$ cat src/design/srd_pkg.sv
package srd_pkg;

    localparam int DATA_WIDTH      = 32;
    localparam int SUM_WIDTH       = 36;
    localparam int COUNT_OUT_WIDTH = 5;
    localparam int QUEUE_DEPTH     = 2;

    typedef struct packed {
        logic signed [DATA_WIDTH-1:0] value;
        logic                         last;
    } in_word_t;

    typedef struct packed {
        logic signed [DATA_WIDTH-1:0] value_out;
        logic                         keep;
        logic [COUNT_OUT_WIDTH-1:0]   distinct_count;
        logic [COUNT_OUT_WIDTH-1:0]   removed_count;
        logic signed [SUM_WIDTH-1:0]  kept_sum;
        logic                         overflow;
        logic                         end_of_list;
    } out_word_t;

    // verdict handed from the classifier to the accumulator
    typedef struct packed {
        logic [DATA_WIDTH-1:0] value;
        logic                  last;
        logic                  keep;
        logic                  dup;
    } class_t;

    typedef struct packed {
        logic full;
        logic valid;
    } queue_status_t;

endpackage

$ cat src/design/srd_queue.sv
module srd_queue #(
    parameter int DEPTH = 2
) (
    input  logic                  clk,
    input  logic                  rst_n,
    input  logic                  push,
    input  srd_pkg::class_t       push_data,
    input  logic                  pop,
    output srd_pkg::class_t       pop_data,
    output srd_pkg::queue_status_t status
);
    import srd_pkg::*;

    localparam int PTR_WIDTH = (DEPTH > 1) ? $clog2(DEPTH) : 1;
    localparam int CNT_WIDTH = $clog2(DEPTH + 1);

    class_t                entries_reg [DEPTH];
    logic [PTR_WIDTH-1:0]  wr_ptr_reg, wr_ptr_next;
    logic [PTR_WIDTH-1:0]  rd_ptr_reg, rd_ptr_next;
    logic [CNT_WIDTH-1:0]  count_reg, count_next;

    assign status.full  = (count_reg == CNT_WIDTH'(DEPTH));
    assign status.valid = (count_reg != '0);
    assign pop_data     = entries_reg[rd_ptr_reg];

    always_comb
    begin
        wr_ptr_next = wr_ptr_reg;
        rd_ptr_next = rd_ptr_reg;
        count_next  = count_reg;
        if (push)
        begin
            wr_ptr_next = (wr_ptr_reg == PTR_WIDTH'(DEPTH - 1)) ? '0 : wr_ptr_reg + 1'b1;
        end
        if (pop)
        begin
            rd_ptr_next = (rd_ptr_reg == PTR_WIDTH'(DEPTH - 1)) ? '0 : rd_ptr_reg + 1'b1;
        end
        case ({push, pop})
            2'b10:   count_next = count_reg + 1'b1;
            2'b01:   count_next = count_reg - 1'b1;
            default: count_next = count_reg;
        endcase
    end

    always_ff @(posedge clk or negedge rst_n)
    begin
        if (!rst_n)
        begin
            wr_ptr_reg <= '0;
            rd_ptr_reg <= '0;
            count_reg  <= '0;
        end
        else
        begin
            wr_ptr_reg <= wr_ptr_next;
            rd_ptr_reg <= rd_ptr_next;
            count_reg  <= count_next;
        end
    end

    always_ff @(posedge clk)
    begin
        if (push)
        begin
            entries_reg[wr_ptr_reg] <= push_data;
        end
    end

endmodule

$ cat src/design/srd_front.sv
module srd_front #(
    parameter int MAX_ITEMS   = 16,
    parameter int VALUE_WIDTH = 32
) (
    input  logic                   clk,
    input  logic                   rst_n,
    input  logic                   in_valid,
    output logic                   in_ready,
    input  srd_pkg::in_word_t      in_data,
    input  srd_pkg::queue_status_t q_status,
    output logic                   push,
    output srd_pkg::class_t        push_data
);
    import srd_pkg::*;

    localparam int KEY_WIDTH = (VALUE_WIDTH < DATA_WIDTH) ? VALUE_WIDTH : DATA_WIDTH;
    localparam int CNT_WIDTH = $clog2(MAX_ITEMS + 1);
    localparam int IDX_WIDTH = $clog2(MAX_ITEMS);

    typedef enum logic {IDLE, CLASSIFY} state_t;

    state_t                state_reg, state_next;
    logic [CNT_WIDTH-1:0]  seen_count_reg, seen_count_next;
    logic [CNT_WIDTH-1:0]  item_count_reg, item_count_next;
    logic [KEY_WIDTH-1:0]  cells_reg [MAX_ITEMS];
    logic [MAX_ITEMS-1:0]  match_reg, match_next;
    logic [DATA_WIDTH-1:0] value_reg;
    logic                  last_reg;
    logic                  accept;
    logic                  ovf, dup, keep;

    assign in_ready = (state_reg == IDLE) && !q_status.full;
    assign accept   = in_valid && in_ready;

    // one comparator per cell; cells at or above the fill count never match
    always_comb
    begin
        for (int i = 0; i < MAX_ITEMS; i++)
        begin
            match_next[i] = (cells_reg[i] == in_data.value[KEY_WIDTH-1:0])
                            && (CNT_WIDTH'(i) < seen_count_reg);
        end
    end

    assign ovf  = (item_count_reg >= CNT_WIDTH'(MAX_ITEMS));
    assign dup  = !ovf && (|match_reg);
    assign keep = !ovf && !dup;

    assign push           = (state_reg == CLASSIFY);
    assign push_data.value = value_reg;
    assign push_data.last  = last_reg;
    assign push_data.keep  = keep;
    assign push_data.dup   = dup;

    always_comb
    begin
        state_next      = state_reg;
        seen_count_next = seen_count_reg;
        item_count_next = item_count_reg;
        unique case (state_reg)
            IDLE:
            begin
                if (accept)
                begin
                    state_next = CLASSIFY;
                end
            end
            CLASSIFY:
            begin
                state_next = IDLE;
                if (!ovf)
                begin
                    item_count_next = item_count_reg + 1'b1;
                end
                if (keep)
                begin
                    seen_count_next = seen_count_reg + 1'b1;
                end
                if (last_reg)
                begin
                    item_count_next = '0;
                    seen_count_next = '0;
                end
            end
            default:
            begin
                state_next = IDLE;
            end
        endcase
    end

    always_ff @(posedge clk or negedge rst_n)
    begin
        if (!rst_n)
        begin
            state_reg      <= IDLE;
            seen_count_reg <= '0;
            item_count_reg <= '0;
        end
        else
        begin
            state_reg      <= state_next;
            seen_count_reg <= seen_count_next;
            item_count_reg <= item_count_next;
        end
    end

    always_ff @(posedge clk)
    begin
        if (accept)
        begin
            value_reg <= in_data.value;
            last_reg  <= in_data.last;
            match_reg <= match_next;
        end
        if (push && keep)
        begin
            cells_reg[seen_count_reg[IDX_WIDTH-1:0]] <= value_reg[KEY_WIDTH-1:0];
        end
    end

endmodule

$ cat src/design/srd_back.sv
module srd_back #(
    parameter int MAX_ITEMS   = 16,
    parameter int VALUE_WIDTH = 32
) (
    input  logic                   clk,
    input  logic                   rst_n,
    input  srd_pkg::queue_status_t q_status,
    input  srd_pkg::class_t        q_data,
    output logic                   pop,
    output logic                   out_valid,
    input  logic                   out_ready,
    output srd_pkg::out_word_t     out_data
);
    import srd_pkg::*;

    localparam int KEY_WIDTH = (VALUE_WIDTH < DATA_WIDTH) ? VALUE_WIDTH : DATA_WIDTH;
    localparam int CNT_WIDTH = $clog2(MAX_ITEMS + 1);

    logic [CNT_WIDTH-1:0]  distinct_reg, distinct_next, distinct_new;
    logic [CNT_WIDTH-1:0]  removed_reg, removed_next, removed_new;
    logic [SUM_WIDTH-1:0]  sum_reg, sum_next, sum_new;
    logic [SUM_WIDTH-1:0]  addend;
    logic                  out_valid_reg, out_valid_next;
    out_word_t             out_data_reg, out_data_next;

    // narrow values are signed; wider settings see the 32-bit word as unsigned
    generate
        if (VALUE_WIDTH <= DATA_WIDTH)
        begin : g_sext
            assign addend = {{(SUM_WIDTH - KEY_WIDTH){q_data.value[KEY_WIDTH-1]}},
                             q_data.value[KEY_WIDTH-1:0]};
        end
        else
        begin : g_zext
            assign addend = {{(SUM_WIDTH - DATA_WIDTH){1'b0}}, q_data.value};
        end
    endgenerate

    assign pop       = q_status.valid && (!out_valid_reg || out_ready);
    assign out_valid = out_valid_reg;
    assign out_data  = out_data_reg;

    assign distinct_new = distinct_reg + CNT_WIDTH'(q_data.keep);
    assign removed_new  = removed_reg + CNT_WIDTH'(q_data.dup);
    assign sum_new      = q_data.keep ? sum_reg + addend : sum_reg;

    always_comb
    begin
        distinct_next  = distinct_reg;
        removed_next   = removed_reg;
        sum_next       = sum_reg;
        out_valid_next = out_valid_reg;
        out_data_next  = out_data_reg;
        if (out_valid_reg && out_ready)
        begin
            out_valid_next = 1'b0;
        end
        if (pop)
        begin
            out_valid_next               = 1'b1;
            out_data_next.value_out      = q_data.value;
            out_data_next.keep           = q_data.keep;
            out_data_next.distinct_count = COUNT_OUT_WIDTH'(distinct_new);
            out_data_next.removed_count  = COUNT_OUT_WIDTH'(removed_new);
            out_data_next.kept_sum       = sum_new;
            out_data_next.overflow       = !q_data.keep && !q_data.dup;
            out_data_next.end_of_list    = q_data.last;
            if (q_data.last)
            begin
                distinct_next = '0;
                removed_next  = '0;
                sum_next      = '0;
            end
            else
            begin
                distinct_next = distinct_new;
                removed_next  = removed_new;
                sum_next      = sum_new;
            end
        end
    end

    always_ff @(posedge clk or negedge rst_n)
    begin
        if (!rst_n)
        begin
            distinct_reg  <= '0;
            removed_reg   <= '0;
            sum_reg       <= '0;
            out_valid_reg <= 1'b0;
        end
        else
        begin
            distinct_reg  <= distinct_next;
            removed_reg   <= removed_next;
            sum_reg       <= sum_next;
            out_valid_reg <= out_valid_next;
        end
    end

    always_ff @(posedge clk)
    begin
        out_data_reg <= out_data_next;
    end

endmodule

$ cat src/design/stream_duplicate_remover.sv
// Order-preserving duplicate removal over lists of up to MAX_ITEMS words, the
// final word of each list marked by last. Every word gives one result: the word
// itself, whether it was kept (first occurrence), running distinct and removed
// counts, and the 36-bit sum of kept values; words beyond MAX_ITEMS in a list
// come back with overflow set and change nothing. The classifier compares each
// word against all stored values at once, one comparator per cell, registers
// the match vector, then decides and stores in the following cycle, so it takes
// no new word until it has decided the last one; that two-step classify loop
// sets the rate. A 2-word queue and a registered output let the accumulator
// drain results while the classifier works. The value store needs no clearing
// after reset or at the end of a list: only cells below the fill count take
// part in the compare.
module stream_duplicate_remover #(
    parameter int MAX_ITEMS   = 16,
    parameter int VALUE_WIDTH = 32
) (
    input  logic               clk,
    input  logic               rst_n,
    input  logic               in_valid,
    output logic               in_ready,
    input  srd_pkg::in_word_t  in_data,
    output logic               out_valid,
    input  logic               out_ready,
    output srd_pkg::out_word_t out_data
);
    import srd_pkg::*;

    localparam bit COUNT_FITS = (MAX_ITEMS < (1 << COUNT_OUT_WIDTH));

    queue_status_t q_status;
    class_t        push_data, pop_data;
    logic          push, pop;

    srd_front #(
        .MAX_ITEMS   (MAX_ITEMS),
        .VALUE_WIDTH (VALUE_WIDTH)
    ) u_front (
        .clk       (clk),
        .rst_n     (rst_n),
        .in_valid  (in_valid),
        .in_ready  (in_ready),
        .in_data   (in_data),
        .q_status  (q_status),
        .push      (push),
        .push_data (push_data)
    );

    srd_queue #(
        .DEPTH (QUEUE_DEPTH)
    ) u_queue (
        .clk       (clk),
        .rst_n     (rst_n),
        .push      (push),
        .push_data (push_data),
        .pop       (pop),
        .pop_data  (pop_data),
        .status    (q_status)
    );

    srd_back #(
        .MAX_ITEMS   (MAX_ITEMS),
        .VALUE_WIDTH (VALUE_WIDTH)
    ) u_back (
        .clk       (clk),
        .rst_n     (rst_n),
        .q_status  (q_status),
        .q_data    (pop_data),
        .pop       (pop),
        .out_valid (out_valid),
        .out_ready (out_ready),
        .out_data  (out_data)
    );

    // classifier is busy for the cycle after it takes a word
    a_busy_after_accept: assert property (@(posedge clk) disable iff (!rst_n)
        (in_valid && in_ready) |=> !in_ready)
        else $error("input accepted while classifier busy");

    a_keep_not_overflow: assert property (@(posedge clk) disable iff (!rst_n)
        out_valid |-> !(out_data.keep && out_data.overflow))
        else $error("word both kept and overflowed");

    a_keep_counts: assert property (@(posedge clk) disable iff (!rst_n)
        (COUNT_FITS && out_valid && out_data.keep) |-> (out_data.distinct_count != '0))
        else $error("kept word with zero distinct count");

    // a word kept by the classifier is never also marked as a repeat
    a_verdict_exclusive: assert property (@(posedge clk) disable iff (!rst_n)
        push |-> !(push_data.keep && push_data.dup))
        else $error("verdict both keep and duplicate");

endmodule

$ cat config.mk
export PLATFORM = sky130hd
export DESIGN_NAME = stream_duplicate_remover
export DESIGN_NICKNAME = d
export VERILOG_FILES = /design/src/design/srd_pkg.sv /design/src/design/srd_queue.sv /design/src/design/srd_front.sv /design/src/design/srd_back.sv /design/src/design/stream_duplicate_remover.sv
export SDC_FILE = /design/constraint.sdc
export NUM_CORES = 1
export LEC_CHECK = 0
export BUFFER_PORTS_ARGS = -buffer_cell sky130_fd_sc_hd__buf_4
export CAP_MARGIN = 20
export CORE_AREA = 2 2 288 262
export CTS_CLUSTER_DIAMETER = 150
export DETAILED_ROUTE_END_ITERATION = 7
export DIE_AREA = 0 0 290 264
export MAX_ROUTING_LAYER = met4
export RECOVER_POWER = 25
export SETUP_SLACK_MARGIN = 0.2
export SLEW_MARGIN = 10
export SYNTH_ARGS = -nofsm -noshare
export SYNTH_HDL_FRONTEND = slang
export SYNTH_SLANG_ARGS = --single-unit
$ cat constraint.sdc
create_clock -name clk -period 9.6 [get_ports clk]
set_clock_uncertainty 0.2 [all_clocks]
set_input_delay 1.92 -clock clk [delete_from_list [all_inputs] [get_ports clk]]
set_output_delay 1.92 -clock clk [all_outputs]
set_load 0.03 [all_outputs]
* Word-level counts from Yosys, hierarchy flattened
Memories as Yosys holds them, arrays and structs flattened. Index checks and enable logic that the tools add are counted. W data, S select, Z words.
Storage, ports and cells: register bits after elaboration 192, bits in latches 0, bits in writable memories 582, bits in read-only memories 0, output and inout bits 83, memories kept 2
Operators by class: add/subtract/negate cells 9, multiply operators 0, divide/modulo/power cells 0, order comparisons 17, equality and inequality tests 20, shift operators 0, mux-type cells 19, bitwise gates (word level) 1, reduce and logical (&&, ||, !) cells 38
Memories:
- u_front.cells_reg | depth 16, width 32, rd ports 16, clocked after Yosys merged registers in 0, write ports 1, RTL line srd_front.sv:25 | logic [KEY_WIDTH-1:0] cells_reg [MAX_ITEMS];
- u_queue.entries_reg | depth 2, width 35, rd ports 1, clocked after Yosys merged registers in 0, write ports 1, RTL line srd_queue.sv:17 | class_t entries_reg [DEPTH];
Operator list (count):
- $eq A32 B32 Y1 | 16
- $mux W36 | 2
- $lt A4 B5 Y1 const A | 8
- $add A36 B36 Y36 | 1
- $mux W5 | 6
- $logic_and A1 B1 Y1 | 24
- $lt A3 B5 Y1 const A | 4
- $reduce_or A16 Y1 | 1
- $add A5 B1 Y5 | 2
- $add A5 B1 Y5 const B | 2
- $lt A1 B5 Y1 const A | 2
- $lt A2 B5 Y1 const A | 2
- $mux W1 | 9
- $reduce_bool A2 Y1 | 4
- $logic_not A1 Y1 | 6
- $ge A5 B5 Y1 const B | 1
- $eq A2 B2 Y1 const B | 2
- $pmux W2 S2 | 1
- $reduce_and A2 Y1 | 2
- $add A1 B1 Y1 const B | 2
- $add A2 B1 Y2 const B | 1
- $eq A2 B1 Y1 const B | 1
- $ne A2 B1 Y1 const B | 1
- $pmux W1 S2 | 1
- 3 further kinds | 3

* Depth between registers and ports, before layout
depth in word-level cells 8, mapped depth 14, gate-level depth less buffers 12

* Modules after synthesis
A second synthesis with hierarchy kept.
Second synthesis, totals: cells, all modules 2151, area, all modules 33708.6 µm²
Modules (own cells, without submodules):
- srd_front | instances 1, cells an instance 1446, area each 24096.9 µm², sequential area each 17121.4 µm²
- srd_back | instances 1, cells an instance 580, area each 6749.0 µm², sequential area each 3608.5 µm²
- srd_queue | instances 1, cells an instance 125, area each 2862.7 µm², sequential area each 2202.1 µm²

* Least setup slack after synthesis
Ideal clock, no wire load.
path type register to register, from register u_front.match_reg[10], to memory u_front.cells_reg[1][0] (netlist name) (enable), library setup time 0.502 ns, data arrival time 4.307 ns, setup slack 4.591 ns, stages on the path, launching flop included 5, buffers on the path 0, cell sequence edfxtp_1 > nor4_1 > nand4_1 > nor2_1 > nor4bb_1
On the way: word-level cells in the longest chain between the ends 7
RTL lines:
- from (decl) | RTL line srd_front.sv:26 | logic [MAX_ITEMS-1:0] match_reg, match_next;
- from (signal assigned) | RTL line srd_front.sv:114 | match_reg <= match_next;
- $reduce_or A16 Y1 | RTL line srd_front.sv:46 | assign dup = !ovf && (|match_reg);
- $logic_and A1 B1 Y1 | RTL line srd_front.sv:46
- $logic_not A1 Y1 | RTL line srd_front.sv:47 | assign keep = !ovf && !dup;
- $logic_and A1 B1 Y1 | RTL line srd_front.sv:47
- $logic_and A1 B1 Y1 | RTL line srd_front.sv:116 | if (push && keep)
- $mux W1 | RTL line srd_front.sv:116
- $mux W1 (implied by the code) | RTL line srd_front.sv:118 | cells_reg[seen_count_reg[IDX_WIDTH-1:0]] <= value_reg[KEY_WIDTH-1:0];
- to (decl) | RTL line srd_front.sv:25
No other way between the ends.

==> flow_metrics.py <==
metrics = {
    "yosys": {
        "synth_cell_types": 66,
        "synth_edf_count": 712,
        "synth-simple-area-share_pct": 6.23,
        "async_flop_share_pct": 8.01,
        "muxShareOfSynthArea_pct": 1.22,
        "ys_seq_area_share_pct": 69.8,
        "synth_top_family_by_area": "XOR/XNOR gates",
        "synth_seq_cells": 774,
        "yosysWarnings": 0,
        "synth.net_count": 2240,
        "synth_xor_xnor_area_share_pct": 14.9,
        "syn-cell-area_mm2": 0.0328,
        "synth_cells": 2156,
        "synth_fa_ha_area_share_pct": 1.81,
        "synth_compound_area_share_pct": 4.57,
        "synth_flop_cell": "edfxtp_1",
        "syn_avg_cell_area_um2": 15.2,
    },
    "global_routing": {
        "grt_overflow": 0,
        "antenna_found_initial": 3,
        "grt.total_usage_pct": 26.0,
        "grt_pass1_vias": 18600,
        "grt_max_degree": 63,
        "grt_first_pass_wirelength_um": 137000,
    },
    "route": {
        "drc": 0,
        "antenna_left": 0,
        "drtIter0Drc": 2051,
        "vias": 19100,
        "dr.pass1.iters": 6,
        "viasPerCell": 5.73,
        "wirelength_um": 97100,
        "routedWlPerCell_um": 29.1,
    },
    "clocking": {
        "cts_buffers": 80,
        "cts_setup_buffers": 0,
        "root_buffer": "clkbuf_16",
        "htreeDepth": 3,
        "cts_resized": 0,
        "worstSkewPairLatency_ns": 0.65,
        "ctsHoldBuffers": 0,
        "clock_path_buffers": 3,
        "path_clk_slew_ns": 0.06,
        "cts_sinks": 774,
        "tritoncts": "yes",
    },
    "timing": {
        "drv_slew": 204,
        "finalSetupTns_ns": 0,
        "worst-slew-pin-transition_ns": 2.16,
        "setup_violations": 0,
        "rsz0062_at_grt": "false",
        "post-route-period-util_pct": 47.9,
        "slew_headroom_pct": -43.9,
        "hold_viol": 0,
        "fmax_mhz": 217,
        "finalCriticalPeriod_ns": 4.60,
    },
    "final_layout": {
        "largest_reg_flops": 512,
        "layout.cells.non_filler": 3335,
        "area_growth_pct": 14.4,
        "drive_gt1_share_pct": 13.3,
        "nets": 2382,
    },
    "critical_path": {
        "cp.arrival_ns": 4.80,
        "crit_family": "compound AO/OA/AOI/OAI gates",
        "slowest_delay_ns": 0.97,
        "worstSetupPathType": "reg -> reg",
        "cp_slowest_cell": "dfrtp_2",
        "end_kind": "flop",
        "crit_fanout": 36,
        "crit_buf_inv": 1,
        "cp_cell_sequence": "mux2i_1, inv_1, ha_1, a211oi_1, o211ai_1, a211oi_1, o21ai_1, a21boi_1, o31ai_1, xnor2_1, o21ai_1",
        "worstPathRequired_ns": 9.80,
        "startpoint_type": "flop",
    },
    "floorplan": {
        "die_x_um": 290,
        "start_util_pct": 44.5,
        "die_h_um": 264,
        "die_area_mm2": 0.0766,
        "rows": 95,
        "core-area_mm2": 0.0738,
        "ios": 120,
    },
    "place": {
        "dp.final_hpwl_um": 58900,
        "routabilityCongestion": 0.915,
        "portBuffers": 119,
        "dpl.cell_count": 3183,
    },
    "outcome": {
        "status": "finished with violations",
        "violations": "max-capacitance violations, max-slew violations",
    },
    "power_and_ir_drop": {
        "ir_drop_uv": 159,
        "p_leak_nw": 12.9,
        "p_total_w": 0.0103,
        "power.density_mw_per_mm2": 273,
    },
    "job": {
        "maxCapViolations": 11,
    },
    "hold_path": {
        "hp-class": "reg -> reg",
    },
}
[worst register-to-register path: stages, from the launching register on]
cell and delay, ns:
dfrtp_2 0.97, mux2i_1 0.48, inv_1 0.11, ha_1 0.32, a211oi_1 0.35, o211ai_1 0.22, a211oi_1 0.45, o21ai_1 0.26
a21boi_1 0.37, o31ai_1 0.14, xnor2_1 0.17, o21ai_1 0.35
[routing by layer]
layer / share of wire [%] / track usage (%) / vias up
met4: 3.5 / 8.84 / 0
met2: 47 / 40.9 / 825
met3: 6.7 / 3.44 / 179
met1: 43 / 35.1 / 9847
li1: - / - / 8266
met5: 0 / - / -
[power by group]
group          switching [W]  total, W  internal [W]
sequential          0.000325   0.00460       0.00428
clock                0.00135   0.00312       0.00177
combinational        0.00170   0.00253      0.000828
total                0.00338    0.0103       0.00688
[cell type report]
class / instances / area [um^2]
fill: 6152 / 36200
sequential: 774 / 22900
multi-input combinational: 1258 / 9530
clock buffer: 99 / 2110
tap: 970 / 1210
timing repair buffer: 162 / 1160
clock inverter: 49 / 531
inverter: 22 / 83.8
antenna: 1 / 2.50
[cells in the final DEF, fill, tap and decap left out, types with 4 or more instances in the layout]
cell type   Yosys  final
a2111oi_0       4      4
a211oi_1        6      6
a21o_1         26     26
a21oi_1        58     58
a22o_1         20     20
and2_1         18     13
and2_2          0      5
and3_1          4      4
buf_4           0    139
bufinv_16       0      7
clkbuf_1       88     35
clkbuf_16       0     80
clkbuf_8        0      4
clkinv_1        0     18
clkinv_2        0     12
clkinvlp_4      0      4
dfrtp_1        62     61
edfxtp_1      712    712
ha_1           46     46
inv_1          22     21
mux2_2         32     32
nand2_1        93     93
nand2b_1        8      8
nand3_1        20     20
nand4_1        71     71
nor2_1         45     41
nor3_1         15     13
nor4_1         88     87
o211ai_1        4      4
o21ai_0        44     44
o21ai_1        24     23
o21bai_1        5      5
o22ai_1         4      4
o31ai_1         4      4
or4_1           4      4
xnor2_1       243    243
xor2_1        316    316
[cell usage after synthesis, drive strengths merged (3+ instances only)]
library cell,count,area (um^2)
and4,3,26.3
xor2,316,2770
nand2b,8,50.1
nor3,15,75.1
and3,4,25.0
edfxtp,712,21400
inv,22,82.6
clkbuf,88,330
o2111ai,3,26.3
ha,46,576
o21bai,5,37.5
o2bb2ai,3,26.3
a21o,27,204
o22ai,4,25.0
o31ai,4,30.0
nand4,71,444
nor2b,3,18.8
mux2,32,360
dfrtp,62,1550
a21oi,58,290
nand2,93,349
a31o,4,35.0
or4,5,41.3
nor4,88,551
mux2i,4,40.0
nand3,20,100
a31oi,3,18.8
xnor2,243,2130
o21ai,68,340
o211ai,4,30.0
and2,18,113
a211oi,7,57.6
buf,14,55.1
a2111oi,4,35.0
nor2,45,169
a22o,20,175
[per-stage QoR]
| stage | area (um^2) | hold WS (ns) | utilization, % | worst slack, ns |
|---|---|---|---|---|
| after global routing | 37600 | 0.272 | 50.9 | 4.69 |
| after global placement | 34900 | 0.247 | 47.3 | 4.89 |
| after floorplan | 32800 | 0.243 | - | 4.59 |
| after detailed placement | 35000 | 0.251 | 47.4 | 4.80 |
| after CTS | 37700 | 0.266 | 51.0 | 5.05 |
| final | 37600 | 0.267 | 50.9 | 5.00 |
[cells by family after synthesis]
| logic type | Yosys count |
|---|---|
| compound gates | 233 |
| xor+xnor | 559 |
| fa+ha+maj | 47 |
| buf+inv | 124 |
| flops | 774 |
| mux | 36 |
| simple gates | 383 |
[worst paths after layout]
kind                                             from                        end  slack [ns]  cells after the start
worst max-delay path               u_queue.rd_ptr_reg        u_back.out_data[31]        5.00                     11
worst min-delay path            u_front.value_reg[28]  u_front.cells_reg[15][28]        0.27                      0
worst max register to register     u_queue.rd_ptr_reg        u_back.out_data[31]        5.00                     11
worst min register to register  u_front.value_reg[28]  u_front.cells_reg[15][28]        0.27                      0
max in group asynchronous                       rst_n         u_queue.rd_ptr_reg        7.35                      1
min in group asynchronous                       rst_n               u_front.push        1.22                      1
Note: power is estimated with default switching activity, not from simulation.
